## src/rtl/m4i_pkg.sv

```systemverilog
// ----------------------------------------------------------------------------
// m4i_pkg
// Shared types, widths and permutation tables of the 4x4 matrix inverse core.
// ----------------------------------------------------------------------------
package m4i_pkg;

   localparam int MATRIX_DIM = 4;
   localparam int CELLS      = MATRIX_DIM * MATRIX_DIM;
   localparam int IDX_W      = $clog2(CELLS);
   localparam int FRAC_BITS  = 16;
   localparam int DATA_W     = 32;
   localparam int WIDE_W     = 64;
   localparam int PROD_W     = 2 * WIDE_W;
   localparam int DIV_STEPS  = WIDE_W + FRAC_BITS;
   localparam int DIV_CNT_W  = $clog2(DIV_STEPS);
   localparam int TERMS4     = 24;
   localparam int TERMS3     = 6;

   localparam logic [WIDE_W-1:0] WIDE_MAX = {1'b0, {(WIDE_W-1){1'b1}}};
   localparam logic [WIDE_W-1:0] WIDE_MIN = {1'b1, {(WIDE_W-1){1'b0}}};
   localparam logic [DATA_W-1:0] DATA_MAX = {1'b0, {(DATA_W-1){1'b1}}};
   localparam logic [DATA_W-1:0] DATA_MIN = {1'b1, {(DATA_W-1){1'b0}}};

   typedef logic [CELLS-1:0][DATA_W-1:0] matrix_type;

   typedef struct packed {
      logic                     start;
      logic signed [WIDE_W-1:0] num;
      logic signed [WIDE_W-1:0] den;
   } div_req_type;

   typedef struct packed {
      logic              done;
      logic [DATA_W-1:0] value;
      logic              clip;
   } div_rsp_type;

   // Column position chosen at row d sits in bits [2d+1:2d]; terms are in
   // lexicographic order of the chosen positions.
   localparam logic [TERMS4-1:0][7:0] PERM4 = {
      8'h1B, 8'h4B, 8'h27, 8'h87, 8'h63, 8'h93,
      8'h1E, 8'h4E, 8'h36, 8'hC6, 8'h72, 8'hD2,
      8'h2D, 8'h8D, 8'h39, 8'hC9, 8'hB1, 8'hE1,
      8'h6C, 8'h9C, 8'h78, 8'hD8, 8'hB4, 8'hE4};
   localparam logic [TERMS4-1:0] PERM4_ODD = 24'h666666;

   localparam logic [TERMS3-1:0][7:0] PERM3 = {
      8'h06, 8'h12, 8'h09, 8'h21, 8'h18, 8'h24};
   localparam logic [TERMS3-1:0] PERM3_ODD = 6'b100110;

endpackage

```

## src/rtl/m4i_front.sv

```systemverilog
// ----------------------------------------------------------------------------
// m4i_front
// Entry loader: keeps the matrix and queues a snapshot when the last entry
// arrives.
// ----------------------------------------------------------------------------
module m4i_front (
   input  logic                          clock,
   input  logic                          reset,
   input  logic                          start,
   output logic                          busy,
   input  logic [m4i_pkg::IDX_W-1:0]     entry_index,
   input  logic [m4i_pkg::DATA_W-1:0]    entry_value,
   input  logic                          q_full,
   output logic                          q_push,
   output m4i_pkg::matrix_type           q_data
);

   m4i_pkg::matrix_type store_ff;
   m4i_pkg::matrix_type store_in;
   logic                accept;

   assign busy   = q_full;
   assign accept = start && !q_full;

   always_comb begin
      store_in = store_ff;
      if (accept) begin
         store_in[entry_index] = entry_value;
      end
   end

   // The snapshot already holds the entry of this transaction.
   assign q_push = accept && (entry_index == m4i_pkg::IDX_W'(m4i_pkg::CELLS - 1));
   assign q_data = store_in;

   always_ff @(posedge clock) begin
      if (reset) begin
         store_ff <= '0;
      end else begin
         store_ff <= store_in;
      end
   end

endmodule

```

## config.mk

```make
export PLATFORM = sky130hd
export DESIGN_NAME = m4i_front
export DESIGN_NICKNAME = d
export VERILOG_FILES = /design/src/rtl/m4i_pkg.sv /design/src/rtl/m4i_front.sv
export SDC_FILE = /design/constraint.sdc
export NUM_CORES = 1
export LEC_CHECK = 0
export ABC_CLOCK_PERIOD_IN_PS = 1700
export BUFFER_PORTS_ARGS = -buffer_cell sky130_fd_sc_hd__buf_2
export CORE_ASPECT_RATIO = 0.8
export CORE_UTILIZATION = 45
export CTS_BUF_LIST = sky130_fd_sc_hd__clkbuf_2
export DETAILED_ROUTE_END_ITERATION = 8
export PLACE_DENSITY = 0.65
export SLEW_MARGIN = 20
export SYNTH_ARGS = -nofsm -noshare
export SYNTH_HDL_FRONTEND = slang
export SYNTH_SLANG_ARGS = --single-unit
```

## constraint.sdc

```tcl
create_clock -name clock -period 1.7 [get_ports clock]
set_input_delay 0.17 -clock clock [delete_from_list [all_inputs] [get_ports clock]]
set_output_delay 0.17 -clock clock [all_outputs]
set_load 0.005 [all_outputs]
```

==> summary.txt <==
Post-synthesis sequential area ratio: 39.6%
Setup violators final: 515
Crit path max fanout: 2
Most flops, register: store_ff
CP Class: flip-flop to output port
Die area: 0.0585 mm2
Netlist cell types: 17
Biggest regs: store_ff (512)
Pre-antenna DRT Iters: 5
Clock sink total: 512
Via Count: 22,300
Placed cell area: 0.0308 mm2
DRC violations left: 0
Hpwl dp: 57,500 um
Synth Net Count: 2,409
Max FFs per register: 512
Input/output buffers: 553
Starting Density: 45.6%
Io pins: 554
Largest net degree at the start of global routing: 44
Synthesized area: 0.0259 mm2
Max Freq: 440 MHz
Critical Path Sink Type: output port
TritonCTS clock tree: built
Sequential share of power: 52.2%
Mux cell area share after synthesis: 42.1%
Design area: 0.0394 mm2
NetSw: 6.71 mW
Number of antenna-violating nets in the routed design: 0
Leakage Power: 21.2 nW
CP required: 1530 ps
Clock Skew: 0 ps
RSZ-0062 raised after global routing: true
Switching Share: 28.9%
DR iter-0 viols: 1,548
Layout area overhead: 52.2%
Die X: 270 um
Htree depth: 4
# rows: 78
Crit path launch type: flip-flop
Hold Violations, Final: 0
XOR/XNOR Fraction of Synth Area: 0%
Ys Warns: 0
Main combinational cell family by area after synthesis: multiplexers
Slew @ Worst Pin: 1150 ps
Die H: 217 um
Max-slew violation count: 0
Worst hold path class: primary input to flip-flop
GPL Wtd Cong: 0.886
Cells after synthesis: 2,369
CORE AREA: 0.0568 mm2
Total GRT Usage: 33.9%
Post-route minimum period: 2270 ps
Adder-Cell Fraction of Synth Area: 0%
Fraction of layout cells with a size suffix above 1: 63.2%
Cts bufs inserted: 134
WP data arrival: 2100 ps
PD cells: 590 mW/mm2
Slew margin rel.: 23.3%
Comb pwr share: 10.7%
Fin nets: 3,233
Post-Place Worst Slack: -224 ps
Worst IR Drop VDD: 0.405 mV
Outcome: finished with violations
FF+latch count, synth: 512
Antenna violations before repair: 6
Max cap viols: 0
Failing checks: negative setup slack
Global-route wire length before repair: 150,000 um
Clock power share: 37.1%
Final WL: 104,000 um
Clock Pin Slew Worst Setup and Hold Paths: 110 ps
Worst setup margin: -571 ps
Worst skew pair latency: 1250 ps
Drt via density: 5.50
Wire length per cell: 25.8 um
CTS root buf: clkbuf_2
Tcrit/Tclk final: 134%
CTS Buffer Depth: 3
Post-synthesis compound-gate area fraction: 0%
Number of global-route vias before repair: 23,100
Pint: 16.5 mW
Mean Syn Cell Area: 10.9 um2
Post-synthesis simple-gate area fraction: 13.8%
Grt total ovfl: 0
[worst max-delay path, stage by stage, from the launching register on]
cell and delay [ps]:
dfxtp_2 340, mux2_4 280, buf_6 120
[cells in the final DEF, fill, tap and decap left out, drive strengths merged]
| cell type | netlist | routed |
|---|---|---|
| buf | 106 | 833 |
| nand2b | 544 | 544 |
| mux2i | 512 | 512 |
| dfxtp | 512 | 512 |
| mux2 | 512 | 512 |
| clkbuf | 157 | 188 |
| dlygate4sd3 | 0 | 111 |
| clkinv | 0 | 29 |
| nand2 | 12 | 12 |
| diode | 0 | 7 |
| dlymetal6s4s | 0 | 5 |
| nand3 | 4 | 4 |
| inv | 1 | 4 |
| and4bb | 2 | 2 |
| and2 | 2 | 2 |
| clkinvlp | 0 | 2 |
| bufinv | 0 | 2 |
| nor2b | 2 | 2 |
| and4b | 1 | 1 |
| nor2 | 1 | 1 |
| nor4b | 1 | 1 |
| dlymetal6s2s | 0 | 1 |
[per-stage QoR]
step / power (mW) / setup TNS (ps) / util (%) / hold slack [ps] / cells
final: 23.3 / -251330 / 69.4 / 70.0 / 4047
after global routing: 24.1 / -295750 / 69.4 / 23.3 / 4042
after CTS: 23.2 / -320340 / 67.7 / 1.31 / 4010
after detailed placement: 14.3 / -67400 / 54.2 / 460 / 3628
after global placement: 14.3 / -147660 / 54.2 / 455 / 3628
after floorplan: 13.4 / 0 / - / 421 / 2369
[layer usage]
| layer | wire, um | GRT usage [%] |
|---|---|---|
| met1 | 45200 | 44.3 |
| met2 | 48000 | 53.6 |
| met3 | 7010 | 7.28 |
| met4 | 4150 | 14.8 |
| met5 | 0 | 0 |
[cells by family after synthesis]
kind of cell	count (synthesis)
mux	1024
simple gates	569
flops	512
buf+inv	264
[power groups by stage]
stage                     logic, mW  registers (mW)  clock network [mW]
after floorplan               0.995            12.4                   0
after global placement         1.86            12.4                   0
after detailed placement       1.87            12.4                   0
after CTS                      2.38            12.1                8.73
after global routing           2.56            12.1                9.42
final                          2.49            12.1                8.63
[path summary, 6_finish.rpt]
path | cells after the start | from | endpoint | slack (ps)
max reg2reg | 4 | store_ff[90]$_SDFF_PP0_ | store_ff[90]$_SDFF_PP0_ | 450
max | 2 | store_ff[292]$_SDFF_PP0_ | q_data[292] | -570
min reg2reg | 2 | store_ff[309]$_SDFF_PP0_ | store_ff[309]$_SDFF_PP0_ | 480
min | 7 | entry_index[0] | store_ff[217]$_SDFF_PP0_ | 70
[layout make-up]
type	instances	area (um2)
tap	760	951
fill	3971	17400
sequential	512	10900
inverter	1	3.75
clock buffer	187	936
clock inverter	36	199
multi-input combinational	1593	16500
antenna	7	17.5
timing repair buffer	951	9960
[repair_timing]
action,CTS,global route
setup endpoints to repair,512,543
setup buffers,35,30
resized for setup,1363,179
endpoints found under the hold margin,512,0
hold buffers,124,0
[synth_stat cells, drive strengths merged]
cell	number	area [um2]
and4b	1	10.0
nor2	1	3.75
buf	106	576
nor2b	2	12.5
nand2b	544	3400
mux2i	512	5120
mux2	512	5770
nand2	12	70.1
inv	1	3.75
nor4b	1	23.8
dfxtp	512	10200
clkbuf	157	589
and4bb	2	25.0
and2	2	12.5
nand3	4	20.0
(Power assumes the default switching activity.)
