--- src/rtl/m4i_pkg.sv ---
// ----------------------------------------------------------------------------
// m4i_pkg
// Shared types, widths and permutation tables of the 4x4 matrix inverse core.
// ----------------------------------------------------------------------------
package m4i_pkg;

   localparam int MATRIX_DIM = 4;
   localparam int CELLS      = MATRIX_DIM * MATRIX_DIM;
   localparam int IDX_W      = $clog2(CELLS);
   localparam int FRAC_BITS  = 16;
   localparam int DATA_W     = 32;
   localparam int WIDE_W     = 64;
   localparam int PROD_W     = 2 * WIDE_W;
   localparam int DIV_STEPS  = WIDE_W + FRAC_BITS;
   localparam int DIV_CNT_W  = $clog2(DIV_STEPS);
   localparam int TERMS4     = 24;
   localparam int TERMS3     = 6;

   localparam logic [WIDE_W-1:0] WIDE_MAX = {1'b0, {(WIDE_W-1){1'b1}}};
   localparam logic [WIDE_W-1:0] WIDE_MIN = {1'b1, {(WIDE_W-1){1'b0}}};
   localparam logic [DATA_W-1:0] DATA_MAX = {1'b0, {(DATA_W-1){1'b1}}};
   localparam logic [DATA_W-1:0] DATA_MIN = {1'b1, {(DATA_W-1){1'b0}}};

   typedef logic [CELLS-1:0][DATA_W-1:0] matrix_type;

   typedef struct packed {
      logic                     start;
      logic signed [WIDE_W-1:0] num;
      logic signed [WIDE_W-1:0] den;
   } div_req_type;

   typedef struct packed {
      logic              done;
      logic [DATA_W-1:0] value;
      logic              clip;
   } div_rsp_type;

   // Column position chosen at row d sits in bits [2d+1:2d]; terms are in
   // lexicographic order of the chosen positions.
   localparam logic [TERMS4-1:0][7:0] PERM4 = {
      8'h1B, 8'h4B, 8'h27, 8'h87, 8'h63, 8'h93,
      8'h1E, 8'h4E, 8'h36, 8'hC6, 8'h72, 8'hD2,
      8'h2D, 8'h8D, 8'h39, 8'hC9, 8'hB1, 8'hE1,
      8'h6C, 8'h9C, 8'h78, 8'hD8, 8'hB4, 8'hE4};
   localparam logic [TERMS4-1:0] PERM4_ODD = 24'h666666;

   localparam logic [TERMS3-1:0][7:0] PERM3 = {
      8'h06, 8'h12, 8'h09, 8'h21, 8'h18, 8'h24};
   localparam logic [TERMS3-1:0] PERM3_ODD = 6'b100110;

endpackage

--- src/rtl/m4i_div.sv ---
// ----------------------------------------------------------------------------
// m4i_div
// Restoring divider, one quotient bit per cycle, giving the saturated
// Q16.16 quotient of a scaled 64-bit numerator by a 64-bit denominator.
// ----------------------------------------------------------------------------
module m4i_div (
   input  logic                 clock,
   input  logic                 reset,
   input  m4i_pkg::div_req_type req,
   output m4i_pkg::div_rsp_type rsp
);

   localparam int DVD_W = m4i_pkg::DIV_STEPS;
   localparam int W     = m4i_pkg::WIDE_W;

   logic                              run_ff, run_in;
   logic                              fin_ff, fin_in;
   logic                              done_ff, done_in;
   logic [m4i_pkg::DIV_CNT_W-1:0]     cnt_ff, cnt_in;
   logic [DVD_W-1:0]                  dvd_ff, dvd_in;
   logic [W-1:0]                      den_ff, den_in;
   logic [W-1:0]                      rem_ff, rem_in;
   logic [W-1:0]                      q_ff, q_in;
   logic                              over_ff, over_in;
   logic                              neg_ff, neg_in;
   logic [m4i_pkg::DATA_W-1:0]        value_ff, value_in;
   logic                              clip_ff, clip_in;
   logic [W:0]                        rem_wide;
   logic [W-1:0]                      num_mag;
   logic [W-1:0]                      den_mag;
   logic [W-1:0]                      limit;

   assign num_mag  = req.num[W-1] ? (~req.num + 1'b1) : req.num;
   assign den_mag  = req.den[W-1] ? (~req.den + 1'b1) : req.den;
   assign rem_wide = {rem_ff, dvd_ff[DVD_W-1]};
   assign limit    = neg_ff ? W'({1'b1, {(m4i_pkg::DATA_W-1){1'b0}}})
                            : W'(m4i_pkg::DATA_MAX);

   always_comb begin
      run_in   = run_ff;
      fin_in   = 1'b0;
      done_in  = 1'b0;
      cnt_in   = cnt_ff;
      dvd_in   = dvd_ff;
      den_in   = den_ff;
      rem_in   = rem_ff;
      q_in     = q_ff;
      over_in  = over_ff;
      neg_in   = neg_ff;
      value_in = value_ff;
      clip_in  = clip_ff;
      if (req.start && !run_ff && !fin_ff) begin
         run_in  = 1'b1;
         cnt_in  = '0;
         dvd_in  = {num_mag, {m4i_pkg::FRAC_BITS{1'b0}}};
         den_in  = den_mag;
         rem_in  = '0;
         q_in    = '0;
         over_in = 1'b0;
         neg_in  = req.num[W-1] ^ req.den[W-1];
      end else if (run_ff) begin
         dvd_in  = dvd_ff << 1;
         over_in = over_ff | q_ff[W-1];
         if (rem_wide >= {1'b0, den_ff}) begin
            rem_in = W'(rem_wide - {1'b0, den_ff});
            q_in   = {q_ff[W-2:0], 1'b1};
         end else begin
            rem_in = rem_wide[W-1:0];
            q_in   = {q_ff[W-2:0], 1'b0};
         end
         cnt_in = cnt_ff + 1'b1;
         if (cnt_ff == m4i_pkg::DIV_CNT_W'(DVD_W - 1)) begin
            run_in = 1'b0;
            fin_in = 1'b1;
         end
      end else if (fin_ff) begin
         done_in = 1'b1;
         if (over_ff || (q_ff > limit)) begin
            clip_in  = 1'b1;
            value_in = neg_ff ? m4i_pkg::DATA_MIN : m4i_pkg::DATA_MAX;
         end else begin
            clip_in  = 1'b0;
            value_in = neg_ff ? (~q_ff[m4i_pkg::DATA_W-1:0] + 1'b1)
                              : q_ff[m4i_pkg::DATA_W-1:0];
         end
      end
   end

   assign rsp.done  = done_ff;
   assign rsp.value = value_ff;
   assign rsp.clip  = clip_ff;

   always_ff @(posedge clock) begin
      cnt_ff   <= cnt_in;
      dvd_ff   <= dvd_in;
      den_ff   <= den_in;
      rem_ff   <= rem_in;
      q_ff     <= q_in;
      over_ff  <= over_in;
      neg_ff   <= neg_in;
      value_ff <= value_in;
      clip_ff  <= clip_in;
   end

   always_ff @(posedge clock) begin
      if (reset) begin
         run_ff  <= 1'b0;
         fin_ff  <= 1'b0;
         done_ff <= 1'b0;
      end else begin
         run_ff  <= run_in;
         fin_ff  <= fin_in;
         done_ff <= done_in;
      end
   end

endmodule

--- config.mk ---
export PLATFORM = sky130hd
export DESIGN_NAME = m4i_div
export DESIGN_NICKNAME = d
export VERILOG_FILES = /design/src/rtl/m4i_pkg.sv /design/src/rtl/m4i_div.sv
export SDC_FILE = /design/constraint.sdc
export NUM_CORES = 1
export LEC_CHECK = 0
export BUFFER_PORTS_ARGS = -buffer_cell sky130_fd_sc_hd__buf_2
export CAP_MARGIN = 20
export CORE_UTILIZATION = 28
export CTS_CLUSTER_SIZE = 14
export DETAILED_ROUTE_END_ITERATION = 10
export PLACE_DENSITY_LB_ADDON = 0.08
export SYNTH_ARGS = -nofsm -noshare
export SYNTH_HDL_FRONTEND = slang
export SYNTH_SLANG_ARGS = --single-unit
export TNS_END_PERCENT = 10
--- constraint.sdc ---
create_clock -name clock -period 5.41 [get_ports clock]
set_input_delay 1.082 -clock clock [delete_from_list [all_inputs] [get_ports clock]]
set_output_delay 1.082 -clock clock [all_outputs]
set_load 0.02 [all_outputs]
==> flow_summary.yaml <==
outcome:
  outcome: "complete, no violations"
yosys:
  synth_cell_types: 72
  ys_ff_latch: 301
  yosysWarningCount: 0
  synth_area_per_cell_um2: 9.130
  synth_edf_count: 162
  async_reset_ff_share_pct: 0
  synth_top_area_share_pct: 25.50
  synth.most_common_cell: "nand2_1"
  yosys.area.top_type: "edfxtp_1"
  synthFlopType: "edfxtp_1"
  netlist_instances: 2090
  synthesis.area_um2: 19080
  ys_top_cells_by_count: "nand2_1 (241), o21ai_0 (214), edfxtp_1 (162), dfxtp_1 (139), a21oi_1 (121)"
  synth_area_leaders: "edfxtp_1 (25%), dfxtp_1 (15%), ha_1 (6.6%)"
  syn-num-nets: 2322
  ys_seq_area_share_pct: 40.08
setup_path:
  crit_arrival_ns: 4.63
  crit_path_start_kind: "input port"
  cp-end-kind: "flip-flop"
  reg2reg_from: "den_ff[1]"
  required_ns: 5.72
  reg2regPathDepth: 13
  reg2reg_slack_ns: 1.26
  r2r-end: "rem_ff[53]"
  critPathKind: "input port to flip-flop"
  cp_max_fo: 6
sta:
  max_slew.worst_pin.slew_ns: 1.044
  period_share_pct: 79.82
  setup_viol: 0
  period_minus_slack_ns: 4.319
  rsz0062_at_grt: "false"
  worst_slack_ns: 1.091
  max_freq_mhz: 231.6
  final-max-slew-violation-count: 0
  tns_ns: 0
  worst_clock_skew_ns: 0.02840
  finalHoldViolations: 0
  hold_ws_ns: 0.4783
  maxSlewHeadroom_pct: 30.23
cells_and_area:
  nNetsFinal: 2420
  drive_above_1_share_pct: 13.25
  stdcell_count: 3092
  n_fill_cell: 7034
  syn_to_final_growth_pct: 15.59
  antenna_cells: 0
clock_tree:
  cts_buffers: 40
  htree_num_levels: 2
  post_cts_resized: 0
  postCtsSetupRepairBufs: 0
  cts-root-buf: "clkbuf_16"
  clk_pin_slew_worst_paths_ns: 0.06
  clock_path_buffers: 3
  clock_latency_ns: 0.58
  holdBufCountCts: 0
  cts_tree: "yes"
  cts.sinks: 301
grt:
  antenna_found_initial: 3
  grt.overflow.total: 0
  grt_usage_pct: 15.91
  grt_pass1_vias: 15722
  grt_max_degree: 102
  grt_pass1_wl_um: 88530
routing:
  drc_errors: 0
  vias_per_cell: 5.162
  ant_nets: 0
  vias: 15962
  wl_um: 55670
  dr.first_iter.drc_count: 964
  wl_per_cell_um: 18.01
  dr.pass1.iters: 5
flow_run:
  drv_cap: 0
floorplan:
  boundaryPins: 165
  die-area_um2: 69190
  die_x_um: 263.0
  rows: 95
  start_util_pct: 28.36
  core-area_um2: 67280
  die_h_um: 263.0
power_and_ir_drop:
  pwr-share-comb_pct: 13.5
  internal_power_uw: 4488
  p_clk_share_pct: 44.1
  max-vdd-ir-drop_v: 0.0002137
  switchingPower_uw: 1669
  power-per-cell-area_nw_per_um2: 279.2
  seqPwrFrac_pct: 42.5
  p_leak_uw: 0.008736
  totalPowerFinal_uw: 6158
  p_sw_share_pct: 27.11
min_path:
  hold_depth: 2
  whs_endpoint: "rem_ff[32]"
  hp-start: "rem_ff[32]"
  hold_class: "flip-flop to flip-flop"
place:
  port-buffer-count: 164
  pre_cts_slack_ns: 0.5482
  place_congestion: 0.8231
  dpl.cell_count: 3018
  dp_hpwl_um: 40340
[kinds of logic after synthesis]
family	count (synthesis)	synth area share (%)
DFF	301	40.08
buffers and inverters	226	4.498
and+or+nand+nor	566	14.81
adders and majority gates	101	6.662
AOI/OAI and AO/OA	660	22.71
xor gates and xnor gates	184	8.446
muxes	52	2.793
[registers in the layout, summed over array words and instances, names as in the netlist]
signal	flops
fin_ff	1
dvd_ff	64
done_ff	1
over_ff	1
q_ff	64
value_ff	32
clip_ff	1
neg_ff	1
cnt_ff	7
rem_ff	64
run_ff	1
den_ff	64
[power by group through the flow]
stage | clock network (µW) | logic [µW] | registers, µW
after CTS | 2830 | 836 | 2620
final | 2710 | 829 | 2620
after global routing | 2910 | 934 | 2630
after global placement | 0 | 827 | 2660
after detailed placement | 0 | 833 | 2670
after floorplan | 0 | 562 | 2650
[cells in the final DEF (no fill, tap or decap), types with 62 or more instances in the layout]
cell type	instances
dfxtp_1	138
xnor2_1	97
xor2_1	87
o21ai_0	214
nor2_1	75
buf_2	164
a22o_1	62
inv_1	97
ha_1	100
edfxtp_1	162
nand2_1	241
a21oi_1	119
[area by class of cell]
class / instances / area, µm² / area share, %
Tap cell: 873 / 1092 / 4.953
Sequential cell: 301 / 7651 / 34.69
Clock buffer: 52 / 1129 / 5.117
Clock inverter: 21 / 207.7 / 0.9417
Inverter: 99 / 371.6 / 1.685
Timing Repair Buffer: 183 / 988.4 / 4.482
Multi-Input combinational cell: 1563 / 10620 / 48.13
[per-stage QoR]
stage / util, % / area [µm²]
CTS: 32.75 / 22030
detailed placement: 30.77 / 20700
global placement: 30.77 / 20700
finish: 32.78 / 22050
global route: 32.78 / 22050
floorplan: - / 19080
[routing by layer]
metal / routed length [µm] / up-vias / track usage (%)
met4: 1133 / 0 / 4.473
li1: - / 7953 / -
met3: 2477 / 59 / 2.619
met5: 0 / - / 0
met2: 25100 / 283 / 25.70
met1: 26960 / 7667 / 21.79
[how the worst max path moves through the flow]
stage                     startpoint          to  slack [ns]  depth (start not counted)
after floorplan              req[78]  dvd_ff[76]        0.90                          9
after global placement       req[72]  dvd_ff[74]        0.59                         10
after detailed placement     req[13]  den_ff[61]        0.55                         10
after CTS                    req[13]  den_ff[61]        1.16                         10
after global routing      den_ff[11]  rem_ff[53]        0.93                         13
final                        req[13]  den_ff[61]        1.09                         10
[worst max-delay path, stage by stage]
cell	delay [ns]
buf_2	0.11
or4_1	0.58
nor4_1	0.36
nand2_1	0.28
or4_1	0.69
or3_1	0.44
or2_2	0.34
nand2b_1	0.22
o41ai_1	0.42
xnor2_1	0.11
(Power assumes the default switching activity.)
