### src/rtl/m4i_pkg.sv
// ----------------------------------------------------------------------------
// m4i_pkg
// Shared types, widths and permutation tables of the 4x4 matrix inverse core.
// ----------------------------------------------------------------------------
package m4i_pkg;

   localparam int MATRIX_DIM = 4;
   localparam int CELLS      = MATRIX_DIM * MATRIX_DIM;
   localparam int IDX_W      = $clog2(CELLS);
   localparam int FRAC_BITS  = 16;
   localparam int DATA_W     = 32;
   localparam int WIDE_W     = 64;
   localparam int PROD_W     = 2 * WIDE_W;
   localparam int DIV_STEPS  = WIDE_W + FRAC_BITS;
   localparam int DIV_CNT_W  = $clog2(DIV_STEPS);
   localparam int TERMS4     = 24;
   localparam int TERMS3     = 6;

   localparam logic [WIDE_W-1:0] WIDE_MAX = {1'b0, {(WIDE_W-1){1'b1}}};
   localparam logic [WIDE_W-1:0] WIDE_MIN = {1'b1, {(WIDE_W-1){1'b0}}};
   localparam logic [DATA_W-1:0] DATA_MAX = {1'b0, {(DATA_W-1){1'b1}}};
   localparam logic [DATA_W-1:0] DATA_MIN = {1'b1, {(DATA_W-1){1'b0}}};

   typedef logic [CELLS-1:0][DATA_W-1:0] matrix_type;

   typedef struct packed {
      logic                     start;
      logic signed [WIDE_W-1:0] num;
      logic signed [WIDE_W-1:0] den;
   } div_req_type;

   typedef struct packed {
      logic              done;
      logic [DATA_W-1:0] value;
      logic              clip;
   } div_rsp_type;

   // Column position chosen at row d sits in bits [2d+1:2d]; terms are in
   // lexicographic order of the chosen positions.
   localparam logic [TERMS4-1:0][7:0] PERM4 = {
      8'h1B, 8'h4B, 8'h27, 8'h87, 8'h63, 8'h93,
      8'h1E, 8'h4E, 8'h36, 8'hC6, 8'h72, 8'hD2,
      8'h2D, 8'h8D, 8'h39, 8'hC9, 8'hB1, 8'hE1,
      8'h6C, 8'h9C, 8'h78, 8'hD8, 8'hB4, 8'hE4};
   localparam logic [TERMS4-1:0] PERM4_ODD = 24'h666666;

   localparam logic [TERMS3-1:0][7:0] PERM3 = {
      8'h06, 8'h12, 8'h09, 8'h21, 8'h18, 8'h24};
   localparam logic [TERMS3-1:0] PERM3_ODD = 6'b100110;

endpackage

### src/rtl/m4i_back.sv
// ----------------------------------------------------------------------------
// m4i_back
// Compute engine: determinant and cofactors by permutation expansion on one
// shared multiplier, then one division per inverse entry.
// ----------------------------------------------------------------------------
module m4i_back (
   input  logic                          clock,
   input  logic                          reset,
   input  logic                          q_empty,
   output logic                          q_pop,
   input  m4i_pkg::matrix_type           q_data,
   output m4i_pkg::div_req_type          div_req,
   input  m4i_pkg::div_rsp_type          div_rsp,
   output logic                          rsp_valid,
   output logic [m4i_pkg::IDX_W-1:0]     rsp_out_index,
   output logic [m4i_pkg::DATA_W-1:0]    rsp_out_value,
   output logic [m4i_pkg::DATA_W-1:0]    rsp_determinant,
   output logic                          rsp_singular,
   output logic                          rsp_saturated,
   output logic                          rsp_last
);

   localparam int W  = m4i_pkg::WIDE_W;
   localparam int PW = m4i_pkg::PROD_W;
   localparam int DW = m4i_pkg::DATA_W;
   localparam int HW = W / 2;

   localparam logic [2:0] ST_IDLE  = 3'd0;
   localparam logic [2:0] ST_FETCH = 3'd1;
   localparam logic [2:0] ST_MUL   = 3'd2;
   localparam logic [2:0] ST_MFIN  = 3'd3;
   localparam logic [2:0] ST_ACC   = 3'd4;
   localparam logic [2:0] ST_XEND  = 3'd5;
   localparam logic [2:0] ST_DIV   = 3'd6;

   function automatic logic [W-1:0] sat_add(input logic [W-1:0] a, input logic [W-1:0] b);
      logic [W:0] s;
      begin
         s = {a[W-1], a} + {b[W-1], b};
         if (s[W] != s[W-1]) begin
            return s[W] ? m4i_pkg::WIDE_MIN : m4i_pkg::WIDE_MAX;
         end
         return s[W-1:0];
      end
   endfunction

   function automatic logic [W-1:0] sat_sub(input logic [W-1:0] a, input logic [W-1:0] b);
      logic [W:0] s;
      begin
         s = {a[W-1], a} - {b[W-1], b};
         if (s[W] != s[W-1]) begin
            return s[W] ? m4i_pkg::WIDE_MIN : m4i_pkg::WIDE_MAX;
         end
         return s[W-1:0];
      end
   endfunction

   logic [2:0]                    state_ff, state_in;
   logic                          det_mode_ff, det_mode_in;
   logic [4:0]                    term_ff, term_in;
   logic [1:0]                    depth_ff, depth_in;
   logic [m4i_pkg::IDX_W-1:0]     k_ff, k_in;
   logic [1:0]                    mcnt_ff, mcnt_in;
   m4i_pkg::matrix_type           work_ff, work_in;
   logic [W-1:0]                  prod_ff, prod_in;
   logic [W-1:0]                  acc_ff, acc_in;
   logic [W-1:0]                  det_ff, det_in;
   logic [W-1:0]                  mag_a_ff, mag_a_in;
   logic [W-1:0]                  mag_b_ff, mag_b_in;
   logic                          mneg_ff, mneg_in;
   logic [PW-1:0]                 macc_ff, macc_in;
   logic                          valid_ff, valid_in;
   logic [m4i_pkg::IDX_W-1:0]     oidx_ff, oidx_in;
   logic [DW-1:0]                 oval_ff, oval_in;
   logic [DW-1:0]                 odet_ff, odet_in;
   logic                          osing_ff, osing_in;
   logic                          osat_ff, osat_in;
   logic                          olast_ff, olast_in;

   logic [7:0]                    perm_code;
   logic [1:0]                    pos;
   logic [1:0]                    row;
   logic [1:0]                    col;
   logic [1:0]                    skip_r;
   logic [1:0]                    skip_c;
   logic [W-1:0]                  elem;
   logic [1:0]                    last_depth;
   logic                          last_term;
   logic                          term_odd;
   logic [HW-1:0]                 part_a;
   logic [HW-1:0]                 part_b;
   logic [W-1:0]                  part_p;
   logic [PW-1:0]                 addend;
   logic signed [PW-1:0]          signed_p;
   logic signed [PW-1:0]          shifted_p;
   logic                          prod_fits;
   logic [W-1:0]                  cof;
   logic                          det_clip;
   logic [DW-1:0]                 det32;

   // A cofactor for inverse position (i,j) drops row j and column i.
   assign skip_r     = k_ff[1:0];
   assign skip_c     = k_ff[3:2];
   assign perm_code  = det_mode_ff ? m4i_pkg::PERM4[term_ff] : m4i_pkg::PERM3[term_ff[2:0]];
   assign pos        = perm_code[{depth_ff, 1'b0} +: 2];
   assign row        = det_mode_ff ? depth_ff : depth_ff + 2'((depth_ff >= skip_r) ? 1 : 0);
   assign col        = det_mode_ff ? pos : pos + 2'((pos >= skip_c) ? 1 : 0);
   assign elem       = {{(W-DW){work_ff[{row, col}][DW-1]}}, work_ff[{row, col}]};
   assign last_depth = det_mode_ff ? 2'd3 : 2'd2;
   assign last_term  = det_mode_ff ? (term_ff == 5'(m4i_pkg::TERMS4 - 1))
                                   : (term_ff == 5'(m4i_pkg::TERMS3 - 1));
   assign term_odd   = det_mode_ff ? m4i_pkg::PERM4_ODD[term_ff]
                                   : m4i_pkg::PERM3_ODD[term_ff[2:0]];

   // Four 32x32 partial products of the magnitudes, one per cycle.
   assign part_a = mcnt_ff[0] ? mag_a_ff[W-1:HW] : mag_a_ff[HW-1:0];
   assign part_b = mcnt_ff[1] ? mag_b_ff[W-1:HW] : mag_b_ff[HW-1:0];
   assign part_p = part_a * part_b;

   always_comb begin
      case (mcnt_ff)
         2'd0:    addend = {{W{1'b0}}, part_p};
         2'd3:    addend = {part_p, {W{1'b0}}};
         default: addend = {{HW{1'b0}}, part_p, {HW{1'b0}}};
      endcase
   end

   assign signed_p  = mneg_ff ? $signed(~macc_ff + 1'b1) : $signed(macc_ff);
   assign shifted_p = signed_p >>> m4i_pkg::FRAC_BITS;
   assign prod_fits = (&shifted_p[PW-1:W-1]) || !(|shifted_p[PW-1:W-1]);

   assign cof      = (k_ff[2] ^ k_ff[0]) ? sat_sub('0, acc_ff) : acc_ff;
   assign det_clip = !((&det_ff[W-1:DW-1]) || !(|det_ff[W-1:DW-1]));
   assign det32    = det_clip ? (det_ff[W-1] ? m4i_pkg::DATA_MIN : m4i_pkg::DATA_MAX)
                              : det_ff[DW-1:0];

   assign q_pop         = (state_ff == ST_IDLE) && !q_empty;
   assign div_req.start = (state_ff == ST_XEND) && !det_mode_ff;
   assign div_req.num   = $signed(cof);
   assign div_req.den   = $signed(det_ff);

   always_comb begin
      state_in    = state_ff;
      det_mode_in = det_mode_ff;
      term_in     = term_ff;
      depth_in    = depth_ff;
      k_in        = k_ff;
      mcnt_in     = mcnt_ff;
      work_in     = work_ff;
      prod_in     = prod_ff;
      acc_in      = acc_ff;
      det_in      = det_ff;
      mag_a_in    = mag_a_ff;
      mag_b_in    = mag_b_ff;
      mneg_in     = mneg_ff;
      macc_in     = macc_ff;
      valid_in    = 1'b0;
      oidx_in     = oidx_ff;
      oval_in     = oval_ff;
      odet_in     = odet_ff;
      osing_in    = osing_ff;
      osat_in     = osat_ff;
      olast_in    = olast_ff;
      case (state_ff)
         ST_IDLE: begin
            if (!q_empty) begin
               work_in     = q_data;
               det_mode_in = 1'b1;
               term_in     = '0;
               depth_in    = '0;
               k_in        = '0;
               acc_in      = '0;
               state_in    = ST_FETCH;
            end
         end
         ST_FETCH: begin
            if (depth_ff == 2'd0) begin
               prod_in  = elem;
               depth_in = 2'd1;
            end else begin
               mag_a_in = prod_ff[W-1] ? (~prod_ff + 1'b1) : prod_ff;
               mag_b_in = elem[W-1] ? (~elem + 1'b1) : elem;
               mneg_in  = prod_ff[W-1] ^ elem[W-1];
               macc_in  = '0;
               mcnt_in  = '0;
               state_in = ST_MUL;
            end
         end
         ST_MUL: begin
            macc_in = macc_ff + addend;
            mcnt_in = mcnt_ff + 2'd1;
            if (mcnt_ff == 2'd3) begin
               state_in = ST_MFIN;
            end
         end
         ST_MFIN: begin
            if (prod_fits) begin
               prod_in = shifted_p[W-1:0];
            end else begin
               prod_in = signed_p[PW-1] ? m4i_pkg::WIDE_MIN : m4i_pkg::WIDE_MAX;
            end
            if (depth_ff == last_depth) begin
               state_in = ST_ACC;
            end else begin
               depth_in = depth_ff + 2'd1;
               state_in = ST_FETCH;
            end
         end
         ST_ACC: begin
            acc_in   = term_odd ? sat_sub(acc_ff, prod_ff) : sat_add(acc_ff, prod_ff);
            depth_in = '0;
            if (last_term) begin
               state_in = ST_XEND;
            end else begin
               term_in  = term_ff + 5'd1;
               state_in = ST_FETCH;
            end
         end
         ST_XEND: begin
            if (det_mode_ff) begin
               det_in = acc_ff;
               if (acc_ff == '0) begin
                  valid_in = 1'b1;
                  oidx_in  = '0;
                  oval_in  = '0;
                  odet_in  = '0;
                  osing_in = 1'b1;
                  osat_in  = 1'b0;
                  olast_in = 1'b1;
                  state_in = ST_IDLE;
               end else begin
                  det_mode_in = 1'b0;
                  k_in        = '0;
                  term_in     = '0;
                  acc_in      = '0;
                  state_in    = ST_FETCH;
               end
            end else begin
               state_in = ST_DIV;
            end
         end
         ST_DIV: begin
            if (div_rsp.done) begin
               valid_in = 1'b1;
               oidx_in  = k_ff;
               oval_in  = div_rsp.value;
               odet_in  = det32;
               osing_in = 1'b0;
               osat_in  = div_rsp.clip || det_clip;
               olast_in = (k_ff == m4i_pkg::IDX_W'(m4i_pkg::CELLS - 1));
               if (k_ff == m4i_pkg::IDX_W'(m4i_pkg::CELLS - 1)) begin
                  state_in = ST_IDLE;
               end else begin
                  k_in     = k_ff + 1'b1;
                  term_in  = '0;
                  acc_in   = '0;
                  state_in = ST_FETCH;
               end
            end
         end
         default: begin
            state_in = ST_IDLE;
         end
      endcase
   end

   assign rsp_valid       = valid_ff;
   assign rsp_out_index   = oidx_ff;
   assign rsp_out_value   = oval_ff;
   assign rsp_determinant = odet_ff;
   assign rsp_singular    = osing_ff;
   assign rsp_saturated   = osat_ff;
   assign rsp_last        = olast_ff;

   always_ff @(posedge clock) begin
      det_mode_ff <= det_mode_in;
      term_ff     <= term_in;
      depth_ff    <= depth_in;
      k_ff        <= k_in;
      mcnt_ff     <= mcnt_in;
      work_ff     <= work_in;
      prod_ff     <= prod_in;
      acc_ff      <= acc_in;
      mag_a_ff    <= mag_a_in;
      mag_b_ff    <= mag_b_in;
      mneg_ff     <= mneg_in;
      macc_ff     <= macc_in;
      oidx_ff     <= oidx_in;
      oval_ff     <= oval_in;
      odet_ff     <= odet_in;
      osing_ff    <= osing_in;
      osat_ff     <= osat_in;
      olast_ff    <= olast_in;
   end

   always_ff @(posedge clock) begin
      if (reset) begin
         state_ff <= ST_IDLE;
         det_ff   <= '0;
         valid_ff <= 1'b0;
      end else begin
         state_ff <= state_in;
         det_ff   <= det_in;
         valid_ff <= valid_in;
      end
   end

endmodule

### config.mk
export PLATFORM = sky130hd
export DESIGN_NAME = m4i_back
export DESIGN_NICKNAME = d
export VERILOG_FILES = /design/src/rtl/m4i_pkg.sv /design/src/rtl/m4i_back.sv
export SDC_FILE = /design/constraint.sdc
export NUM_CORES = 2
export LEC_CHECK = 0
export CAP_MARGIN = 20
export CORE_ASPECT_RATIO = 0.5
export CORE_MARGIN = 4
export CORE_UTILIZATION = 29
export DETAILED_ROUTE_END_ITERATION = 10
export DONT_BUFFER_PORTS = 1
export GPL_ROUTABILITY_DRIVEN = 0
export PLACE_DENSITY = 0.41
export SETUP_SLACK_MARGIN = 0.3
export SLEW_MARGIN = 10
export SYNTH_ARGS = -nofsm -noshare
export SYNTH_HDL_FRONTEND = slang
export SYNTH_SLANG_ARGS = --single-unit
### constraint.sdc
create_clock -name clock -period 20.9 [get_ports clock]
set_input_delay 4.18 -clock clock [delete_from_list [all_inputs] [get_ports clock]]
set_output_delay 4.18 -clock clock [all_outputs]
set_load 0.005 [all_outputs]
==> impl_metrics.tcl <==
set metrics [dict create \
    critPathArrivalTime_ps 15660 \
    cts_resized 0 \
    num_io_pins 751 \
    cp_slowest_cell "buf_4" \
    hold_buffers 0 \
    ys_ff_latch 1066 \
    avgSynthCellArea_um2 9.67 \
    drc 0 \
    r2r_slack_ps 5730 \
    start_util_pct 29.2 \
    coreArea_mm2 0.335 \
    die_x_um 829 \
    worstReg2RegEnd "macc_ff[122]" \
    vias 78800 \
    hold_end "det_ff[46]" \
    root_buffer "clkbuf_16" \
    numCtsBuffers 118 \
    clock-sinks 1066 \
    reg2reg_from "mcnt_ff[1]" \
    synth_flop_cell "edfxtp_1" \
    row_count 150 \
    port_buffers 0 \
    drv_cap 0 \
    overflow 0 \
    cp.required_ps 21390 \
    synth_cell_types 95 \
    syn-cell-area_mm2 0.0977 \
    path_max_fanout 50 \
    setup_viol 0 \
    crit_top_cell "fa_1" \
    routedWlPerCell_um 29.4 \
    ant_nets 0 \
    track_usage_pct 24.0 \
    synth_edf_count 982 \
    cp-start-kind "flip-flop" \
    end_kind "flip-flop" \
    hold_viol_final 0 \
    cp_top_family "compound AO/OA/AOI/OAI gates" \
    regArea_mm2 0.0312 \
    hp-class "reg2reg" \
    setup_slack_ps 5730 \
    dr.pass1.iters 6 \
    drt_wl_total_um 428000 \
    die_area_mm2 0.347 \
    path_clk_slew_ps 70 \
    critPathMaxStageDelay_ps 850 \
    pre_cts_ws_ps 5890 \
    synth_top_area_share_pct 30.2 \
    multi_input_area_mm2 0.0612 \
    synth_cells 10100 \
    grt_pass1_vias 77400 \
    seq_area_frac_synth_pct 31.9 \
    drt_iter0_drc 7762 \
    fillCellCount 34800 \
    die_h_um 418 \
    nets 11900 \
    rsz0062_at_grt "no" \
    post_cts_buffers 0 \
    syn2layout_area_growth_pct 10.3 \
    yosysTopAreaCell "edfxtp_1" \
    worstHoldPathCells 2 \
    cp.buffers_inverters 6 \
    final.setup.tns_ps 0 \
    cts_tree "built" \
    dp_hpwl_um 344000 \
    yosysWarnings 0 \
    antenna_found_initial 99 \
    ys_top_cells_by_area "edfxtp_1 30%, fa_1 18%, ha_1 7.1%" \
    cts_buffer_depth 3 \
    timing.final.crit_share_pct 72.6 \
    relSlewSlack_pct 15.1 \
    critical_path_class "reg2reg" \
    slew_violations 0 \
    outcome "complete, no violations" \
    insertion_delay_ps 820 \
    final.setup_skew_ps 79.9 \
    grt_pass1_wl_um 602000 \
    hp-start "det_ff[46]" \
    htree_num_levels 3 \
    drive_gt1_share_pct 7.15 \
    async_flop_share_pct 0 \
    grt_max_degree 171 \
    min_period_ps 15170 \
    routed_via_density 5.42 \
    r2r_cells 41 \
    fmax_mhz 65.9 \
    tightest_slew_ps 1270 \
]
==> through the flow <==
step | instance area (µm²) | instances | util (%) | hold slack, ps
2_1_floorplan | 97800 | 10100 | - | 466
3_3_place_gp | 103000 | 14300 | 30.9 | 500
3_5_place_dp | 104000 | 14300 | 30.9 | 499
4_1_cts | 108000 | 14500 | 32.1 | 506
5_1_grt | 108000 | 14500 | 32.2 | 536
6_report | 108000 | 14500 | 32.2 | 508
==> registers in the layout, indices dropped and copies added, names as in the netlist, 5 cells and up, named ones only <==
| register | flops |
|---|---|
| det_ff | 64 |
| mag_a_ff | 64 |
| rsp_out_value | 32 |
| macc_ff | 128 |
| work_ff | 512 |
| prod_ff | 64 |
| mag_b_ff | 64 |
| term_ff | 5 |
| rsp_determinant | 32 |
| acc_ff | 64 |
==> cell usage in the layout (no fill, tap or decap), drive strengths merged, types with 186 or more instances in the layout <==
cell type	count
nor2	1128
ha	552
fa	899
mux2i	186
buf	203
nand2	1100
xor2	187
o21ai	328
inv	1063
nor3	186
xnor2	341
a21oi	671
edfxtp	982
==> cells in the mapped netlist, types with 87 or more instances <==
cell type and n:
nand3_1 177, nand4_1 108, o21ai_0 324, nor2_1 1127
edfxtp_1 982, a21o_1 143, inv_1 1053, a21oi_1 671
xnor2_1 341, ha_1 552, mux2i_1 185, o31ai_1 87
xor2_1 187, clkbuf_1 473, nand2_1 1100, fa_1 899
nor3_1 184
==> worst register-to-register path, delay by kind of cell, from the launching register on <==
kind	cells	cell delay, ps
compound gates	15	5000
mux	1	320
xor+xnor	1	680
flops	1	740
simple gates	8	2360
fa+ha+maj	10	4320
buf+inv	6	1440
==> final cells by class <==
class,count,area share (%)
Antenna cell,39,0.0905
Clock buffer,138,2.83
Clock inverter,79,0.968
Inverter,1057,3.69
Multi-Input combinational cell,7477,56.8
Sequential cell,1066,28.9
Tap cell,4484,5.20
Timing Repair Buffer,204,1.51
==> worst max path at each step <==
| stage | to | slack, ps | startpoint | cells past startpoint |
|---|---|---|---|---|
| 3_3_place_gp | macc_ff[122] | 5980 | mcnt_ff[1] | 41 |
| 6_report | macc_ff[122] | 5730 | mcnt_ff[1] | 41 |
| 2_1_floorplan | q_pop | 2290 | q_empty | 3 |
| 4_1_cts | macc_ff[122] | 5810 | mcnt_ff[1] | 40 |
| 3_5_place_dp | macc_ff[122] | 5890 | mcnt_ff[1] | 41 |
| 5_1_grt | macc_ff[122] | 5210 | mcnt_ff[1] | 41 |
==> logic make-up (layout without fill, tap and decap cells) <==
| group | Yosys count | after routing | share of synthesized area, % |
|---|---|---|---|
| XOR/XNOR | 528 | 528 | 4.73 |
| multiplexers | 328 | 328 | 4.39 |
| flip-flops | 1066 | 1066 | 31.9 |
| buffers and inverters | 1593 | 1478 | 6.22 |
| other | 1 | 70 | 0.00384 |
| AO/OA/AOI/OAI | 1863 | 1863 | 12.2 |
| adder cells (fa/ha/maj) | 1451 | 1451 | 25.5 |
| AND/OR/NAND/NOR | 3276 | 3276 | 15.0 |
==> layer usage <==
metal | routed length [µm] | part of all wire (%) | GRT usage, % | up-vias
met1 | 192000 | 45 | 33.9 | 40700
met4 | 14400 | 3.4 | 7.00 | 32
met5 | 204 | 0.048 | 0 | -
li1 | - | - | - | 34400
met3 | 30400 | 7.1 | 4.14 | 564
met2 | 191000 | 45 | 37.8 | 3126
Power is left out: the tool's default activity adds up to more than one toggle a clock period on the data nets, which glitch-free logic cannot reach.
